**config.mk**
```make
export PLATFORM = sky130hd
export DESIGN_NAME = adaptive_launch_speed_target
export DESIGN_NICKNAME = d
export VERILOG_FILES = /design/src/rtl/core/alst_pkg.sv /design/src/rtl/core/alst_regs.sv /design/src/rtl/core/alst_update.sv /design/src/rtl/core/adaptive_launch_speed_target.sv
export SDC_FILE = /design/constraint.sdc
export NUM_CORES = 1
export LEC_CHECK = 0
export BUFFER_PORTS_ARGS = -buffer_cell sky130_fd_sc_hd__buf_2
export CAP_MARGIN = 15
export CORE_MARGIN = 2
export CORE_UTILIZATION = 57
export DETAILED_ROUTE_END_ITERATION = 10
export GPL_TIMING_DRIVEN = 1
export HOLD_SLACK_MARGIN = 0.06
export PLACE_DENSITY = 0.79
export SLEW_MARGIN = 10
export SYNTH_ARGS = -nofsm -noshare
export SYNTH_HDL_FRONTEND = slang
export SYNTH_SLANG_ARGS = --single-unit
```
**constraint.sdc**
```tcl
create_clock -name clk_i -period 10.8 [get_ports clk_i]
set_input_delay 1.08 -clock clk_i [delete_from_list [all_inputs] [get_ports clk_i]]
set_output_delay 1.08 -clock clk_i [all_outputs]
set_load 0.05 [all_outputs]
```
**src/rtl/core/alst_pkg.sv**
```systemverilog
// Package for the adaptive launch speed target block.
// Types, register codes and constants shared by all rtl/core files; no dependencies.
package alst_pkg;

  localparam int unsigned SPEED_W = 14;
  localparam int unsigned WHEEL_W = 16;
  localparam int unsigned SAMPLE_W = 16;
  localparam int unsigned TIME_W = 32;
  localparam int unsigned ADDR_W = 5;
  localparam int unsigned DATA_W = 32;
  localparam int unsigned ARITH_W = 22;

  localparam logic [TIME_W-1:0] HOLD_MS = 32'd300;
  localparam logic [TIME_W-1:0] REPEAT_MS = 32'd500;

  localparam logic [SPEED_W-1:0] SPEED_LIMIT_RST = 14'd2500;
  localparam logic [SPEED_W-1:0] SPEED_GOAL_RST = 14'd2480;
  localparam logic [SPEED_W-1:0] VALID_MIN_RST = 14'd500;
  localparam logic [SPEED_W-1:0] VALID_MAX_RST = 14'd3500;
  localparam logic [WHEEL_W-1:0] WHEEL_MIN_RST = 16'd30000;
  localparam logic [WHEEL_W-1:0] WHEEL_MAX_RST = 16'd36500;
  localparam logic [WHEEL_W-1:0] DOWN_STEP_RST = 16'd1500;
  localparam logic [WHEEL_W-1:0] UP_STEP_RST = 16'd250;
  localparam logic [WHEEL_W-1:0] TARGET_RST = 16'd35500;

  typedef enum logic [2:0] {
    REG_SPEED_LIMIT = 3'd0,
    REG_SPEED_GOAL  = 3'd1,
    REG_VALID_MIN   = 3'd2,
    REG_VALID_MAX   = 3'd3,
    REG_WHEEL_MIN   = 3'd4,
    REG_WHEEL_MAX   = 3'd5,
    REG_DOWN_STEP   = 3'd6,
    REG_UP_STEP     = 3'd7
  } reg_idx_e;

  typedef struct packed {
    logic [SPEED_W-1:0] speed_limit;
    logic [SPEED_W-1:0] speed_goal;
    logic [SPEED_W-1:0] valid_min;
    logic [SPEED_W-1:0] valid_max;
    logic [WHEEL_W-1:0] wheel_min;
    logic [WHEEL_W-1:0] wheel_max;
    logic [WHEEL_W-1:0] down_step;
    logic [WHEEL_W-1:0] up_step;
  } cfg_t;

  typedef struct packed {
    logic [WHEEL_W-1:0]  target;
    logic [SAMPLE_W-1:0] last_sample;
    logic [TIME_W-1:0]   last_time;
    logic [TIME_W-1:0]   hold_until;
    logic                hold_armed;
  } state_t;

  typedef struct packed {
    logic [WHEEL_W-1:0] wheel_target;
    logic               feed_hold;
    logic               target_updated;
  } result_t;

endpackage

```
**src/rtl/core/alst_regs.sv**
```systemverilog
// Configuration register file with an APB-style access port.
// Depends on alst_pkg for the register codes, reset values and cfg_t.
module alst_regs (
  input  logic                        clk_i,
  input  logic                        rst_ni,
  input  logic                        psel,
  input  logic                        penable,
  input  logic                        pwrite,
  input  logic [alst_pkg::ADDR_W-1:0] paddr,
  input  logic [alst_pkg::DATA_W-1:0] pwdata,
  output logic [alst_pkg::DATA_W-1:0] prdata,
  output logic                        pready,
  output alst_pkg::cfg_t              cfg_o
);
  import alst_pkg::*;

  cfg_t     cfg_q;
  reg_idx_e idx;
  logic     wr_en;

  assign idx   = reg_idx_e'(paddr[ADDR_W-1:2]);
  assign wr_en = psel && penable && pwrite;
  assign pready = 1'b1;
  assign cfg_o = cfg_q;

  always_ff @(posedge clk_i or negedge rst_ni) begin
    if (!rst_ni) begin
      cfg_q.speed_limit <= SPEED_LIMIT_RST;
      cfg_q.speed_goal  <= SPEED_GOAL_RST;
      cfg_q.valid_min   <= VALID_MIN_RST;
      cfg_q.valid_max   <= VALID_MAX_RST;
      cfg_q.wheel_min   <= WHEEL_MIN_RST;
      cfg_q.wheel_max   <= WHEEL_MAX_RST;
      cfg_q.down_step   <= DOWN_STEP_RST;
      cfg_q.up_step     <= UP_STEP_RST;
    end else if (wr_en) begin
      unique case (idx)
        REG_SPEED_LIMIT: cfg_q.speed_limit <= pwdata[SPEED_W-1:0];
        REG_SPEED_GOAL:  cfg_q.speed_goal  <= pwdata[SPEED_W-1:0];
        REG_VALID_MIN:   cfg_q.valid_min   <= pwdata[SPEED_W-1:0];
        REG_VALID_MAX:   cfg_q.valid_max   <= pwdata[SPEED_W-1:0];
        REG_WHEEL_MIN:   cfg_q.wheel_min   <= pwdata[WHEEL_W-1:0];
        REG_WHEEL_MAX:   cfg_q.wheel_max   <= pwdata[WHEEL_W-1:0];
        REG_DOWN_STEP:   cfg_q.down_step   <= pwdata[WHEEL_W-1:0];
        REG_UP_STEP:     cfg_q.up_step     <= pwdata[WHEEL_W-1:0];
        default: ;
      endcase
    end
  end

  always_comb begin
    prdata = '0;
    unique case (idx)
      REG_SPEED_LIMIT: prdata = {{(DATA_W-SPEED_W){1'b0}}, cfg_q.speed_limit};
      REG_SPEED_GOAL:  prdata = {{(DATA_W-SPEED_W){1'b0}}, cfg_q.speed_goal};
      REG_VALID_MIN:   prdata = {{(DATA_W-SPEED_W){1'b0}}, cfg_q.valid_min};
      REG_VALID_MAX:   prdata = {{(DATA_W-SPEED_W){1'b0}}, cfg_q.valid_max};
      REG_WHEEL_MIN:   prdata = {{(DATA_W-WHEEL_W){1'b0}}, cfg_q.wheel_min};
      REG_WHEEL_MAX:   prdata = {{(DATA_W-WHEEL_W){1'b0}}, cfg_q.wheel_max};
      REG_DOWN_STEP:   prdata = {{(DATA_W-WHEEL_W){1'b0}}, cfg_q.down_step};
      REG_UP_STEP:     prdata = {{(DATA_W-WHEEL_W){1'b0}}, cfg_q.up_step};
      default:         prdata = '0;
    endcase
  end

endmodule

```
**src/rtl/core/alst_update.sv**
```systemverilog
// Single-pass update logic: sample gating, step, clamps and feed-hold timing.
// Depends on alst_pkg for cfg_t, state_t, result_t and the time constants.
module alst_update (
  input  alst_pkg::cfg_t                cfg_i,
  input  alst_pkg::state_t              state_i,
  input  logic [alst_pkg::SAMPLE_W-1:0] sample_i,
  input  logic [alst_pkg::TIME_W-1:0]   time_i,
  output alst_pkg::state_t              state_o,
  output alst_pkg::result_t             result_o
);
  import alst_pkg::*;

  logic                      in_range, at_limit, near, recent, accept;
  logic [SAMPLE_W-1:0]       sample_diff;
  logic [TIME_W-1:0]         elapsed, hold_left;
  logic signed [ARITH_W-1:0] goal_err, prod, half, step_lo, step_hi, step, sum;
  logic signed [ARITH_W-1:0] wmin, wmax, target_new;

  always_comb begin
    in_range = (sample_i >= {{(SAMPLE_W-SPEED_W){1'b0}}, cfg_i.valid_min}) &&
               (sample_i <= {{(SAMPLE_W-SPEED_W){1'b0}}, cfg_i.valid_max});
    at_limit = sample_i >= {{(SAMPLE_W-SPEED_W){1'b0}}, cfg_i.speed_limit};

    sample_diff = (sample_i > state_i.last_sample) ? sample_i - state_i.last_sample
                                                   : state_i.last_sample - sample_i;
    near = sample_diff <= SAMPLE_W'(1);

    // Negative elapsed time (wrap) counts as recent.
    elapsed = time_i - state_i.last_time;
    recent  = elapsed[TIME_W-1] || (elapsed < REPEAT_MS);

    // Drop repeats unless they are overspeed and old enough.
    accept = in_range && !(near && (!at_limit || recent));

    goal_err = $signed({{(ARITH_W-SPEED_W){1'b0}}, cfg_i.speed_goal}) -
               $signed({{(ARITH_W-SAMPLE_W){1'b0}}, sample_i});
    prod = (goal_err <<< 3) + (goal_err <<< 1) + goal_err;
    half = prod >>> 1;

    step_lo = -$signed({{(ARITH_W-WHEEL_W){1'b0}}, cfg_i.down_step});
    step_hi = $signed({{(ARITH_W-WHEEL_W){1'b0}}, cfg_i.up_step});
    if (at_limit) begin
      step = step_lo;
    end else if (half < step_lo) begin
      step = step_lo;
    end else if (half > step_hi) begin
      step = step_hi;
    end else begin
      step = half;
    end

    sum  = $signed({{(ARITH_W-WHEEL_W){1'b0}}, state_i.target}) + step;
    wmin = $signed({{(ARITH_W-WHEEL_W){1'b0}}, cfg_i.wheel_min});
    wmax = $signed({{(ARITH_W-WHEEL_W){1'b0}}, cfg_i.wheel_max});
    if (sum < wmin) begin
      target_new = wmin;
    end else if (sum > wmax) begin
      target_new = wmax;
    end else begin
      target_new = sum;
    end

    state_o = state_i;
    if (accept) begin
      state_o.target      = target_new[WHEEL_W-1:0];
      state_o.last_sample = sample_i;
      state_o.last_time   = time_i;
      if (at_limit) begin
        state_o.hold_until = time_i + HOLD_MS;
        state_o.hold_armed = 1'b1;
      end
    end

    // Disarm once the hold is seen expired so a wrap never revives it.
    hold_left = time_i - state_o.hold_until;
    result_o.feed_hold = state_o.hold_armed && hold_left[TIME_W-1];
    state_o.hold_armed = result_o.feed_hold;

    result_o.wheel_target   = state_o.target;
    result_o.target_updated = accept;
  end

endmodule

```
**src/rtl/core/adaptive_launch_speed_target.sv**
```systemverilog
// Adaptive launch speed target: top level with input and result registers.
// Pipeline: input register, then result register; the update logic sits between them.
// Throughput: one transfer per cycle unless out_stall_i holds a waiting result.
// Reset: asynchronous, active low; registers return to their reset values,
// target to 35500, hold disarmed, both pipeline registers empty. No clearing pass.
// Depends on alst_pkg, alst_regs and alst_update.
module adaptive_launch_speed_target (
  input  logic                          clk_i,
  input  logic                          rst_ni,
  // input channel
  input  logic                          in_valid_i,
  output logic                          in_stall_o,
  input  logic [alst_pkg::SAMPLE_W-1:0] speed_sample_i,
  input  logic [alst_pkg::TIME_W-1:0]   time_ms_i,
  // result channel
  output logic                          out_valid_o,
  input  logic                          out_stall_i,
  output logic [alst_pkg::WHEEL_W-1:0]  wheel_target_o,
  output logic                          feed_hold_o,
  output logic                          target_updated_o,
  // configuration port
  input  logic                          psel,
  input  logic                          penable,
  input  logic                          pwrite,
  input  logic [alst_pkg::ADDR_W-1:0]   paddr,
  input  logic [alst_pkg::DATA_W-1:0]   pwdata,
  output logic [alst_pkg::DATA_W-1:0]   prdata,
  output logic                          pready
);
  import alst_pkg::*;

  cfg_t    cfg;
  state_t  st_q, st_d;
  result_t res_d, res_q;

  logic                s1_valid_q;
  logic [SAMPLE_W-1:0] s1_sample_q;
  logic [TIME_W-1:0]   s1_time_q;
  logic                out_valid_q;
  logic                s2_stall, s1_adv, in_xfer;

  alst_regs u_regs (
    .clk_i   (clk_i),
    .rst_ni  (rst_ni),
    .psel    (psel),
    .penable (penable),
    .pwrite  (pwrite),
    .paddr   (paddr),
    .pwdata  (pwdata),
    .prdata  (prdata),
    .pready  (pready),
    .cfg_o   (cfg)
  );

  alst_update u_update (
    .cfg_i    (cfg),
    .state_i  (st_q),
    .sample_i (s1_sample_q),
    .time_i   (s1_time_q),
    .state_o  (st_d),
    .result_o (res_d)
  );

  // The result register is blocked only while it holds an untaken transfer.
  assign s2_stall   = out_valid_q && out_stall_i;
  // Advance the input register into the result register whenever it can move.
  assign s1_adv     = s1_valid_q && !s2_stall;
  // The input register takes a new transfer if it is empty or draining this cycle.
  assign in_stall_o = s1_valid_q && s2_stall;
  assign in_xfer    = in_valid_i && !in_stall_o;

  always_ff @(posedge clk_i or negedge rst_ni) begin
    if (!rst_ni) begin
      s1_valid_q <= 1'b0;
    end else if (!in_stall_o) begin
      s1_valid_q <= in_valid_i;
    end
  end

  // Payload holds no reset; load only on a transfer.
  always_ff @(posedge clk_i) begin
    if (in_xfer) begin
      s1_sample_q <= speed_sample_i;
      s1_time_q   <= time_ms_i;
    end
  end

  // Adaptation state commits as the item moves to the result register.
  always_ff @(posedge clk_i or negedge rst_ni) begin
    if (!rst_ni) begin
      st_q.target      <= TARGET_RST;
      st_q.last_sample <= '0;
      st_q.last_time   <= '0;
      st_q.hold_until  <= '0;
      st_q.hold_armed  <= 1'b0;
    end else if (s1_adv) begin
      st_q <= st_d;
    end
  end

  always_ff @(posedge clk_i or negedge rst_ni) begin
    if (!rst_ni) begin
      out_valid_q <= 1'b0;
    end else if (!s2_stall) begin
      out_valid_q <= s1_valid_q;
    end
  end

  always_ff @(posedge clk_i) begin
    if (s1_adv) begin
      res_q <= res_d;
    end
  end

  assign out_valid_o      = out_valid_q;
  assign wheel_target_o   = res_q.wheel_target;
  assign feed_hold_o      = res_q.feed_hold;
  assign target_updated_o = res_q.target_updated;

  // An item that leaves the input register shows up as a valid result.
  a_advance_lands: assert property (@(posedge clk_i) disable iff (!rst_ni)
    s1_adv |=> out_valid_q)
    else $error("advanced item did not reach the result register");

  // A shown feed hold matches the armed state committed with it.
  a_hold_armed: assert property (@(posedge clk_i) disable iff (!rst_ni)
    out_valid_q && res_q.feed_hold |-> st_q.hold_armed)
    else $error("feed hold shown without an armed hold");

  // A taken result with nothing behind it empties the result register.
  a_drain: assert property (@(posedge clk_i) disable iff (!rst_ni)
    out_valid_q && !out_stall_i && !s1_valid_q |=> !out_valid_q)
    else $error("result repeated after transfer");

endmodule

```
# Yosys cells after proc, flatten, opt, wreduce, memory -nomap -nowiden
# Cells that the tools add are included.
[totals]
out_inout_bits = 53
ff_bits = 285
word_cells = 82
[op_classes]
n_reduce_logical = 26
addsub = 10
n_eq_ne = 7
magnitude_cmp = 10
mux = 9
[op_table]
columns = ["cell", "n"]
rows = [
  ["one-hot mux 32 bit (8 select lines)", 1],
  ["two-way mux 97 bit", 1],
  ["two-way mux 22 bit", 3],
  ["subtractor 32 bit", 2],
  ["two-way mux 16 bit", 3],
  ["two-way mux 33 bit", 1],
  ["adder 32 x 9 -> 32 bit (second input constant)", 1],
  ["greater-or-equal comparator 16 x 14 -> 1 bit", 2],
  ["< comparator 32 x 9 -> 1 bit (second input constant)", 1],
  ["subtractor 16 bit", 2],
  ["adder 17 x 22 -> 22 bit", 1],
  ["adder 21 x 17 -> 22 bit", 1],
  ["greater-than comparator 22 x 17 -> 1 bit", 1],
  ["< comparator 21 x 22 -> 1 bit", 1],
  ["< comparator 22 x 17 -> 1 bit", 1],
  ["negation 16 -> 22 bit", 1],
  ["adder 20 x 18 -> 21 bit", 1],
  ["greater-than comparator 21 x 17 -> 1 bit", 1],
  ["AND reduction 2 bit", 9],
  ["subtractor 14 x 16 -> 17 bit", 1],
  ["greater-than comparator 16 bit", 1],
  ["<= comparator 16 x 1 -> 1 bit (second input constant)", 1],
  ["<= comparator 16 x 14 -> 1 bit", 1],
  ["equality test 3 bit (second input constant)", 4],
  ["6 further kinds", 20],
]

# Logic depth before layout (Yosys ltp)
[depth]
word_depth = 14
ltp_mapped = 59

# By module
# A second synthesis with hierarchy kept.
[unflattened]
hier_cells = 2516
area_unflattened_um2 = 24425.9
[by_module_without_submodules]
columns = ["module", "cells_each", "instances", "area_per_inst_um2"]
rows = [
  ["alst_update", 1831, 1, 12993.7],
  ["adaptive_launch_speed_target", 279, 1, 5776.8],
  ["alst_regs", 406, 1, 5655.4],
]

# Worst setup path before layout
# Ideal clock, no wire load.
[synth_timing]
path_kind = "register to register"
start = "reg s1_sample_q[1]"
end = "reg res_q (netlist bit wheel_target_o[10]), data pin"
path_stages_with_launch = 53
t_arrival_ns = 10.875
setup_slack_ns = -0.335
setup_time_ns = 0.260
synth_period_minus_slack_ns = 11.135
required_ns = 10.540
cell_sequence = "edfxtp_1 > inv_1 > ha_1 > nor2b_1 > o21ai_0 > a21boi_0 > o21ai_0 > a21oi_1 > o21a_1 > o21ai_0 > a21oi_1 > o211ai_1 > nand2_1 > a41oi_1 > xor2_1 > fa_1 > ha_1 > clkbuf_1 > (+17 left out) > o211ai_1 > nand2_1 > xnor2_1 > ha_1 > a21o_1 > a21o_1 > a21oi_1 > a2bb2oi_1 > a21oi_1 > a211o_1 > a31oi_1 > nand2b_1 > mux2i_1 > nand2b_1 > clkbuf_1 > buf_2 > a221oi_1 > mux2_2"
[synth_rtl]
columns = ["item", "line_no", "text"]
rows = [
  ["start, declared", "adaptive_launch_speed_target.sv:37", "logic [SAMPLE_W-1:0] s1_sample_q;"],
  ["start signal, assigned", "adaptive_launch_speed_target.sv:83", "s1_sample_q <= speed_sample_i;"],
  ["end signal, assigned", "adaptive_launch_speed_target.sv:111", "res_q <= res_d;"],
  ["end, declared", "adaptive_launch_speed_target.sv:34", "result_t res_d, res_q;"],
]

==> flow_summary.json <==
{
  "dr.first_iter.drc_count": 1956,
  "crit_fanout": 5,
  "drt_first_pass_iters": 6,
  "clock_sink_count": 285,
  "design.die.area_um2": 42700,
  "cts.reportedPaths.clkPinSlew_ps": 60,
  "final_max_slew_viol_count": 0,
  "hold_viol": 0,
  "crit_path_class": "reg2reg",
  "synth.area.top_cells": "sky130_fd_sc_hd__dfrtp_1 17%, sky130_fd_sc_hd__ha_1 14%, sky130_fd_sc_hd__edfxtp_1 8.5%",
  "routedWlPerCell_um": 21.08,
  "io_buffer_count": 109,
  "max_slew_margin": 0.2071,
  "cp-end-kind": "flip-flop",
  "grt_max_degree": 112,
  "syn_inst": 2560,
  "floorplan.io_pins": 145,
  "dr_total_vias": 21000,
  "via_per_inst": 6.233,
  "insertion_delay_ps": 560,
  "grt_first_pass_wirelength_um": 108400,
  "die-height_um": 206.6,
  "route.detailed.drc": 0,
  "cts-buffers-inserted": 34,
  "floorplan.initialDensity": 0.5758,
  "postSynthAreaPerCell_um2": 9.143,
  "synth_top_area_frac": 0.1732,
  "gr-usage-all-layers": 0.3208,
  "fp.dieW_um": 206.6,
  "number_of_fill_cells": 3078,
  "placement.cell_area_um2": 25470,
  "root_buffer": "sky130_fd_sc_hd__clkbuf_16",
  "share_of_cells_above_drive_strength_1": 0.2504,
  "cts_buffer_depth": 3,
  "detail-route-antenna-nets": 0,
  "hold_path_class": "reg2reg",
  "setup.worst_path.start_class": "flip-flop",
  "netlist_area_pre_place_um2": 23410,
  "cell_with_the_most_instances_after_synthesis": "sky130_fd_sc_hd__ha_1",
  "data_arrival_critical_path_ps": 10920,
  "yosys_register_bits": 285,
  "postSynth.asyncResetShare": 0.7684,
  "worst_path_max_delay_cell": "sky130_fd_sc_hd__fa_1",
  "h-tree-depth": 2,
  "fp-row-count": 74,
  "areaGrowthSynthToFinish_pct": 19.31,
  "timing_limited_maximum_frequency_mhz": 94.21,
  "grt_setup_unrepaired": "true",
  "cts_tree": "yes",
  "gp_congestion": 0.9578,
  "setup_viol": 0,
  "synth-seq-area-share": 0.3219,
  "post_route_clock_skew_ps": 14.96,
  "synth_enable_flop_cells": 66,
  "status": "finished clean",
  "post-synth-top-area-cell": "sky130_fd_sc_hd__dfrtp_1",
  "holdBufCountCts": 0,
  "design.final.nets": 3172,
  "worst_slew_pin_slew_ps": 1189,
  "synthTopCellsByCount": "260 x sky130_fd_sc_hd__ha_1, 237 x sky130_fd_sc_hd__nand2_1, 229 x sky130_fd_sc_hd__inv_1",
  "stdcell_area_um2": 27930,
  "synth-warning-count": 0,
  "dp_hpwl_um": 51700,
  "post-route-period-util": 0.9829,
  "antenna_found_initial": 4,
  "drt_wl_total_um": 71020,
  "core_area_um2": 40650,
  "synth_flop_cell": "sky130_fd_sc_hd__dfrtp_1",
  "overflow": 0,
  "cap_viol_max_count": 0,
  "synth_cell_type_count": 95,
  "worstPathRequired_ps": 11110,
  "layout_min_cycle_time_ps": 10610,
  "first_global_vias": 20630,
  "worst_path_largest_cell_delay_ps": 530
}
## path summary, 6_finish.rpt
check | start | to | slack (ps) | cells after the start
setup / recovery | s1_sample_q[1] | wheel_target_o[3] | 190 | 53
hold / removal | st_q[18] | st_q[18] | 500 | 1
setup reg to reg | s1_sample_q[1] | wheel_target_o[3] | 190 | 53
hold reg to reg | st_q[18] | st_q[18] | 500 | 1
max in group asynchronous | rst_ni | st_q[14] | 8850 | 2
min in group asynchronous | rst_ni | u_regs.cfg_o[11] | 520 | 1
## metal layers
layer	share of wire	global-route usage
met4	0.049	0.1673
met5	0	0
met2	0.48	0.5399
met3	0.061	0.04380
met1	0.41	0.4025
## sequential cells by signal, summed over array words and instances (netlist names), 16 cells and up
signal          count
wheel_target_o     16
u_regs.cfg_o      120
s1_time_q          32
st_q               97
s1_sample_q        16
## cell families after synthesis
| kind of cell | Yosys count | share of synthesized area |
|---|---|---|
| XOR/XNOR | 98 | 0.03667 |
| buffers and inverters | 346 | 0.06110 |
| flip-flops | 285 | 0.3219 |
| adder cells (fa/ha/maj) | 275 | 0.1514 |
| other | 2 | 0.0003209 |
| multiplexers | 211 | 0.1001 |
| AND/OR/NAND/NOR | 639 | 0.1334 |
| AO/OA/AOI/OAI | 704 | 0.1952 |
## layout by cell type, fill, tap and decap left out, types with 105 or more instances in the layout
cell type	Yosys	final
sky130_fd_sc_hd__inv_1	229	225
sky130_fd_sc_hd__o21ai_0	197	181
sky130_fd_sc_hd__mux2_2	107	105
sky130_fd_sc_hd__nor2_1	122	117
sky130_fd_sc_hd__buf_4	17	185
sky130_fd_sc_hd__a21oi_1	152	131
sky130_fd_sc_hd__dfrtp_1	162	162
sky130_fd_sc_hd__buf_2	18	109
sky130_fd_sc_hd__nand2_1	237	232
sky130_fd_sc_hd__ha_1	260	244
## per-stage QoR
| stage | util | hold slack [ps] | setup TNS, ps | worst slack [ps] | instances |
|---|---|---|---|---|---|
| 4_1_cts | 0.6641 | 505.0 | -0.4041 | -0.4041 | 3345 |
| 5_1_grt | 0.6870 | 510.6 | -6951 | -377.8 | 3368 |
| 3_3_place_gp | 0.6265 | 468.7 | -3935 | -236.1 | 3268 |
| 2_1_floorplan | - | 457.4 | 0 | 6.664 | 2575 |
| 6_report | 0.6870 | 502.1 | 0 | 185.1 | 3369 |
| 3_5_place_dp | 0.6265 | 492.5 | -13000 | -566.7 | 3268 |
## worst max-delay path: cells and delay by family, from the launching register on
kind / cells / cell delay, ps
flops: 1 / 410
buf+inv: 7 / 990
mux: 3 / 680
simple gates: 10 / 1720
fa+ha+maj: 7 / 2120
compound gates: 24 / 4000
xor+xnor: 2 / 430
## area by class of cell
type / count / area [um2] / area share
Clock buffer: 48 / 964.7 / 0.03454
Multi-Input combinational cell: 1944 / 15520 / 0.5556
Antenna cell: 5 / 12.51 / 0.0004480
Sequential cell: 285 / 7533 / 0.2698
Clock inverter: 14 / 165.2 / 0.005914
Tap cell: 532 / 665.6 / 0.02384
Inverter: 230 / 863.3 / 0.03092
Timing Repair Buffer: 311 / 2205 / 0.07895
## timing repair
action,in CTS,in global routing
endpoints found under the setup margin,32,32
pin swaps,17,102
gates resized for setup,56,143
gates cloned,2,1
buffers inserted,13,22
Power is not shown: default switching activity piles up to over one toggle a cycle in this logic, so the estimate is an artifact.
